<file path="config.mk">
export PLATFORM = sky130hd
export DESIGN_NAME = brbq_merge
export DESIGN_NICKNAME = d
export VERILOG_FILES = /design/src/rtl/brbq_pkg.sv /design/src/rtl/brbq_merge.sv
export SDC_FILE = /design/constraint.sdc
export NUM_CORES = 1
export LEC_CHECK = 0
export BUFFER_PORTS_ARGS = -buffer_cell sky130_fd_sc_hd__buf_2
export CORE_MARGIN = 8
export CORE_UTILIZATION = 45
export DETAILED_ROUTE_END_ITERATION = 6
export GPL_TIMING_DRIVEN = 0
export PLACE_DENSITY = 0.81
export SLEW_MARGIN = 10
export SYNTH_ARGS = -nofsm -noshare
export SYNTH_HDL_FRONTEND = slang
export SYNTH_SLANG_ARGS = --single-unit
</file>
<file path="constraint.sdc">
create_clock -name vclk -period 4.27
set_input_delay 1.281 -clock vclk [all_inputs]
set_output_delay 1.281 -clock vclk [all_outputs]
set_load 0.02 [all_outputs]
</file>
<file path="src/rtl/brbq_pkg.sv">
// Shared constants, types and codes for the byte ring buffer queue.
package brbq_pkg;

  localparam int DEPTH      = 4096;
  localparam int LANES      = 8;
  localparam int BYTE_W     = 8;
  localparam int CAP_W      = 12;
  localparam int LEN_W      = 4;
  localparam int SEQ_W      = $clog2(DEPTH);
  localparam int LANE_W     = $clog2(LANES);
  localparam int ROW_W      = SEQ_W - LANE_W;
  localparam int BANK_DEPTH = DEPTH / LANES;
  localparam int CNT_W      = $clog2(LANES + 1);
  localparam int CMD_W      = 2;

  // stream packing
  localparam int IN_USED_W   = 1 + LEN_W + LANES * BYTE_W;
  localparam int IN_DATA_W   = ((IN_USED_W + 7) / 8) * 8;
  localparam int OUT_USED_W  = 1 + CNT_W + CAP_W + LANES * BYTE_W;
  localparam int OUT_DATA_W  = ((OUT_USED_W + 7) / 8) * 8;
  localparam int IN_BYTE_LSB = 1 + LEN_W;

  // configuration port
  localparam int APB_W  = 32;
  localparam int ADDR_W = 3;
  localparam logic [ADDR_W-3:0] REG_CAPACITY = '0;
  localparam logic [CAP_W-1:0]  CAPACITY_RESET = CAP_W'(4095);

  typedef logic [SEQ_W-1:0]  seq_t;
  typedef logic [LANE_W-1:0] lane_t;
  typedef logic [ROW_W-1:0]  row_t;
  typedef logic [CNT_W-1:0]  cnt_t;
  typedef logic [BYTE_W-1:0] byte_t;
  typedef logic [CAP_W-1:0]  cap_t;

  typedef enum logic [CMD_W-1:0] {
    CMD_PUSH = 2'd0,
    CMD_POP  = 2'd1,
    CMD_PEEK = 2'd2
  } cmd_t;

  // request broadcast to every bank lane
  typedef struct packed {
    logic wr;
    seq_t base;
    cnt_t count;
  } lane_req_t;

endpackage

</file>
<file path="src/rtl/brbq_merge.sv">
// Rotate bank read data into transfer order and blank unused bytes.
module brbq_merge (
  input  brbq_pkg::byte_t bank_data [brbq_pkg::LANES],
  input  brbq_pkg::lane_t rot,
  input  brbq_pkg::cnt_t  count,
  input  logic            show,
  output brbq_pkg::byte_t out_bytes [brbq_pkg::LANES]
);
  import brbq_pkg::*;

  always_comb begin
    for (int j = 0; j < LANES; j++) begin
      if (show && (cnt_t'(j) < count)) begin
        out_bytes[j] = bank_data[lane_t'(rot + lane_t'(j))];
      end else begin
        out_bytes[j] = '0;
      end
    end
  end

endmodule

</file>
==> impl_metrics.csv, run 1 <==
group,metric,value,unit
run_status,status,"complete, but fails checks",
run_status,violations,"negative setup slack",
min_path,hold_class,"in2out",
global_route,antenna_found_initial,0,
finish,fillers,529,
timing,finalHoldViolCount,0,
logic_synthesis,syn-num-nets,406,
logic_synthesis,netlist_instances,332,
power,switching_share,0.5522,
finish,drive_gt1_frac,0.5714,
finish,nClkBuffers,0,
run,maxCapViolations,0,
placement,hpwl,10.41,mm
logic_synthesis,synth_area,2904,µm²
die,die_h,96.34,µm
finish,final_common_cell,"buf_2",
placement,port_buffers,134,
finish,nNetsFinal,552,
timing,period_minus_slack,4.311,ns
placement,place.gp.congestion,1.012,
logic_synthesis,synth_warnings,0,
clock_network,hold_buffers,0,
setup_path,cp.arrival,3.03,ns
drt,wl,14.66,mm
power,p_leak,1.893,nW
logic_synthesis,synth_mux_area_frac,0.4985,
logic_synthesis,synthDistinctLibCells,35,
timing,relSlewSlack,0.2651,
finish,layout.cells.non_filler,553,
logic_synthesis,synth-simple-area-share,0.1443,
global_route,gr-usage-all-layers,0.2939,
die,dieArea,9280,µm²
finish,syn_to_final_growth,42.44,%
drt,num_vias,4025,
setup_path,crit_chain,"buf_12, inv_8, buf_8, ha_4, buf_12, buf_8, mux2_2, o21ai_1, o32ai_2, buf_2",
finish,fin_area,4136,µm²
power,p_per_area,169.4,nW/µm²
logic_synthesis,synth-compound-area-share,0.2516,
drt,vias_per_cell,7.278,
timing,finalWorstSetupSlack,-0.04098,ns
finish,flops_and_latches,0,
die,core,6314,µm²
logic_synthesis,avgSynthCellArea,8.747,µm²
timing,period_share,1.010,
die,io_pins,136,
global_route,grt_pass1_wl,21.05,mm
setup_path,crit_path_end_kind,"output pin",
logic_synthesis,synth-xor-area-share,0.009048,
power,p_seq_frac,0,
timing,fmax,0.2320,GHz
global_route,grt_max_degree,12,
drt,drtIter0Drc,594,
finish,multi_input_area,2815,µm²
logic_synthesis,synth_top_family_by_area,"multiplexers",
timing,tns,-0.04098,ns
logic_synthesis,yosysSeqAreaShare,0,
drt,drtPass1Iterations,6,
setup_path,slowest_delay,0.39,ns
drt,drc,0,
global_route,grt_pass1_vias,3920,
setup_path,startpoint_type,"input port",
die,placementRows,29,
setup_path,critPathRequiredTime,2.99,ns
global_route,grt.overflow.total,0,
finish,seq_area,0,µm²
placement,placed_cells,543,
placement,postPlaceCellArea,3736,µm²
timing,worst_pin_slew,1.095,ns
power,power.internal,0.3137,mW
timing,finalMaxSlewViolations,0,
power,vdd_ir_drop_max,0.1049,mV
setup_path,slowest_stage,"mux2_2",
power,total_switching_power,0.3868,mW
timing,setup_viol_count_final,1,
die,die_w,96.34,µm
power,p_clk_frac,0,
logic_synthesis,yosys.area_share.adder,0.008617,
drt,wl_per_cell,26.50,µm
die,start_util,0.4600,
drt,ant_nets,0,
finish,diodes,0,
setup_path,cp_max_fo,10,
finish,mostFrequentLayoutCells,"121 x buf_2, 35 x nor2_1, 33 x mux2_2, 31 x a22o_1, 30 x mux4_2",
power,combPwrFrac,1.000,
setup_path,path_class,"in2out",
## path summary, 6_finish.rpt
kind                     startpoint  cells past startpoint  slack (ns)             to
worst max-delay path         rot[0]                     10       -0.04  out_bytes[39]
worst min-delay path  bank_data[34]                      5        3.12   out_bytes[2]
## worst max-delay path, delay by kind of cell
kind                     cells  cell delay [ns]
AO/OA/AOI/OAI                2             0.34
multiplexers                 1             0.39
buffers and inverters        6             0.72
adder cells (fa/ha/maj)      1             0.29
## layer usage
| layer | up-vias | share of wire | track usage |
|---|---|---|---|
| met3 | 64 | 0.16 | 0.07878 |
| met4 | 0 | 0.042 | 0.1160 |
| li1 | 1654 | - | - |
| met5 | - | 0 | 0 |
| met1 | 1874 | 0.35 | 0.3767 |
| met2 | 433 | 0.45 | 0.4586 |
## final cells by class
type,count,share of cell area
Multi-Input combinational cell,299,0.6806
Timing Repair Buffer,147,0.2263
Buffer,26,0.06443
Tap cell,77,0.02329
Inverter,4,0.005445
## Yosys cell counts (all sizes together)
cell | instances | area, µm²
xnor2 | 1 | 8.760
mux4 | 32 | 728.2
a211oi | 4 | 30.03
o22ai | 27 | 168.9
nor4b | 5 | 75.07
o21a | 1 | 7.510
o21ai | 22 | 110.1
nor2 | 38 | 142.6
clkbuf | 3 | 11.26
mux2i | 28 | 280.3
xor2 | 2 | 17.52
a22o | 32 | 280.3
and3 | 1 | 6.260
nand3 | 14 | 75.07
a21o | 2 | 15.01
nand2b | 1 | 6.260
a21oi | 13 | 65.06
a31oi | 3 | 18.77
o32ai | 4 | 35.03
buf | 26 | 229.0
nor3 | 5 | 25.02
nand2 | 22 | 82.58
or2 | 1 | 6.260
ha | 2 | 25.02
inv | 4 | 15.01
mux2 | 39 | 439.2
## power by group through the flow
| stage | registers (mW) | logic [mW] | clock network (mW) |
|---|---|---|---|
| after floorplan | 0 | 0.402 | 0 |
| after global placement | 0 | 0.584 | 0 |
| after detailed placement | 0 | 0.593 | 0 |
| after CTS | 0 | 0.678 | 0 |
| after global routing | 0 | 0.725 | 0 |
| final | 0 | 0.701 | 0 |
## metrics by stage
step / hold slack (ns) / power, mW / setup slack, ns / utilization
after global routing: 3.170 / 0.7247 / -0.06541 / 0.6552
after CTS: 3.109 / 0.6785 / -0.06695 / 0.6581
after global placement: 3.146 / 0.5842 / -0.4514 / 0.5918
after floorplan: 2.899 / 0.4022 / 0.02845 / -
after detailed placement: 3.151 / 0.5932 / -0.4481 / 0.5918
final: 3.115 / 0.7005 / -0.04098 / 0.6552
## cell families (layout without fill, tap and decap cells)
kind of cell	count (synthesis)	in the layout
XOR/XNOR	3	3
AO/OA/AOI/OAI	108	108
adder cells (fa/ha/maj)	2	2
buffers and inverters	33	177
multiplexers	99	99
AND/OR/NAND/NOR	87	87
## what timing repair did
item	4_1_cts	5_1_grt
endpoints found under the setup margin	32	33
pin swaps	10	3
gates resized for setup	78	8
cloned	3	0
setup buffers	11	0
(Power assumes the default switching activity.)
==> run 2, diff against run 1 <==
- ABC_AREA: not set -> 1
- CORE_UTILIZATION: 45 -> 44
- TNS_END_PERCENT: not set -> 20
==> run 2 against run 1 <==
The flow now finishes without violations. Clock-buffer cell count did not move. Maximum frequency rose by 3.5%. Combinational power fell by 9.4%. Core utilization fell by 5.3 points. Critical path type unchanged.
==> impl_metrics.csv, run 2 <==
group,metric,value,unit
global_route,antenna_found_initial,0,
setup_path,startpoint_type,"input port",
global_route,grt.overflow.total,0,
finish,diodes,0,
timing,finalMaxSlewViolations,0,
drt,vias_per_cell,5.542,
finish,multi_input_area,2530,µm²
clock_network,cts_resized,20,
power,p_clk_frac,0,
finish,nClkBuffers,0,
placement,place.gp.congestion,1.085,
logic_synthesis,synth-simple-area-share,0.8499,
min_path,whs_path_depth,6,
logic_synthesis,synth_area_leaders,"nand2_1 45%, nand3_1 24%, nor2_1 12%",
setup_path,cp_max_fo,10,
timing,rsz0062_at_grt,"no",
logic_synthesis,netlist_instances,638,
power,p_per_area,178.2,nW/µm²
logic_synthesis,syn-num-nets,712,
finish,syn_to_final_growth,32.77,%
logic_synthesis,synth_warnings,0,
die,start_util,0.4533,
logic_synthesis,avgSynthCellArea,4.207,µm²
setup_path,critPathRequiredTime,2.99,ns
placement,postPlaceCellArea,3480,µm²
logic_synthesis,synth_area_leader_cell,"nand2_1",
timing,period_share,0.9751,
logic_synthesis,yosysSeqAreaShare,0,
placement,preCtsSetupSlack,-0.6250,ns
power,vdd_ir_drop_max,0.09391,mV
finish,final_common_cell,"nand2_1",
die,io_pins,136,
timing,worst_pin_slew,0.8440,ns
power,total_switching_power,0.4260,mW
die,placementRows,28,
setup_path,crit_path_end_kind,"output pin",
logic_synthesis,synth-xor-area-share,0.01212,
logic_synthesis,synth_common_cells,"324 x nand2_1, 131 x nand3_1, 89 x nor2_1, 25 x a21oi_1, 16 x buf_1",
finish,mostFrequentLayoutCells,"324 x nand2_1, 140 x buf_2, 131 x nand3_1, 83 x nor2_1, 24 x a21oi_1",
power,power.internal,0.2089,mW
power,p_leak,2.193,nW
logic_synthesis,yosys.area.top_type_share,0.4531,
power,switching_share,0.6710,
finish,drive_gt1_frac,0.2228,
finish,flops_and_latches,0,
setup_path,cp.arrival,2.88,ns
logic_synthesis,synth_area,2684,µm²
drt,num_vias,4694,
finish,fin_area,3563,µm²
drt,drtIter0Drc,572,
global_route,grt_pass1_vias,4417,
die,die_h,94.10,µm
global_route,grt_pass1_wl,21.51,mm
finish,nNetsFinal,848,
run,maxCapViolations,0,
die,die_w,94.10,µm
logic_synthesis,yosysMostFrequentCell,"nand2_1",
drt,drc,0,
global_route,grt_max_degree,11,
drt,ant_nets,0,
power,combPwrFrac,1.000,
min_path,hold_class,"in2out",
timing,relSlewSlack,0.4336,
run_status,status,"finished, final reports clean",
drt,wl,13.88,mm
logic_synthesis,synthDistinctLibCells,17,
timing,period_minus_slack,4.164,ns
drt,drtPass1Iterations,5,
drt,wl_per_cell,16.39,µm
die,core,5921,µm²
finish,fillers,670,
finish,final_util,0.6019,
power,p_seq_frac,0,
clock_network,post_cts_buffers,0,
logic_synthesis,synth_top_family_by_area,"simple AND/OR/NAND/NOR gates",
global_route,gr-usage-all-layers,0.2957,
placement,port_buffers,136,
finish,seq_area,0,µm²
setup_path,path_class,"in2out",
timing,finalWorstSetupSlack,0.1064,ns
logic_synthesis,synth_mux_area_frac,0,
logic_synthesis,yosys.area_share.adder,0.009324,
placement,hpwl,11.64,mm
timing,setup_viol_count_final,0,
logic_synthesis,synth-compound-area-share,0.05408,
clock_network,hold_buffers,0,
die,dieArea,8855,µm²
timing,finalHoldViolCount,0,
timing,fmax,0.2402,GHz
[run 2: final cells by class]
cell class | count | share of cell area
plain buffers | 35 | 0.05864
inverters | 12 | 0.01264
multi-input cells | 589 | 0.7100
well taps | 75 | 0.02633
repair buffers | 136 | 0.1924
[run 2: metrics by stage]
| step | hold slack (ns) | setup TNS (ns) | total power, mW | std cells |
|---|---|---|---|---|
| detailed placement | 3.122 | -18.28 | 0.6045 | 849 |
| finish | 3.126 | 0 | 0.6348 | 847 |
| floorplan | 2.809 | -0.07425 | 0.4035 | 638 |
| global placement | 3.119 | -17.68 | 0.5965 | 849 |
| global route | 3.185 | 0 | 0.6941 | 847 |
| CTS | 3.123 | 0 | 0.6151 | 847 |
[run 2: worst paths after layout]
check / start / to / slack [ns]
worst min-delay path: bank_data[28] / out_bytes[44] / 3.13
worst max-delay path: rot[0] / out_bytes[32] / 0.11
[run 2: kinds of logic (layout without fill, tap and decap cells)]
kind of cell | count (synthesis) | count (layout)
fa+ha+maj | 2 | 2
simple gates | 556 | 556
xor+xnor | 2 | 2
compound gates | 29 | 29
buf+inv | 49 | 183
[run 2: power groups by stage]
stage               clock network [mW]  registers, mW  logic, mW
CTS                                  0              0      0.615
finish                               0              0      0.635
detailed placement                   0              0      0.605
global placement                     0              0      0.597
floorplan                            0              0      0.403
global route                         0              0      0.694
[run 2: metal layers]
metal / global-route usage / vias to the layer above / share of wire
met2: 0.4942 / 318 / 0.46
met1: 0.3902 / 2029 / 0.42
met5: 0 / - / 0
met4: 0.07133 / 0 / 0.020
li1: - / 2314 / -
met3: 0.03517 / 33 / 0.10
[run 2: critical path, cell delays in order]
cell and delay [ns]:
buf_2 0.12, inv_1 0.08, buf_6 0.15, buf_8 0.15, ha_4 0.23, inv_2 0.12
clkbuf_8 0.19, nand3_1 0.07, and2_0 0.17, nor2_1 0.13, nor2_2 0.04, buf_2 0.15
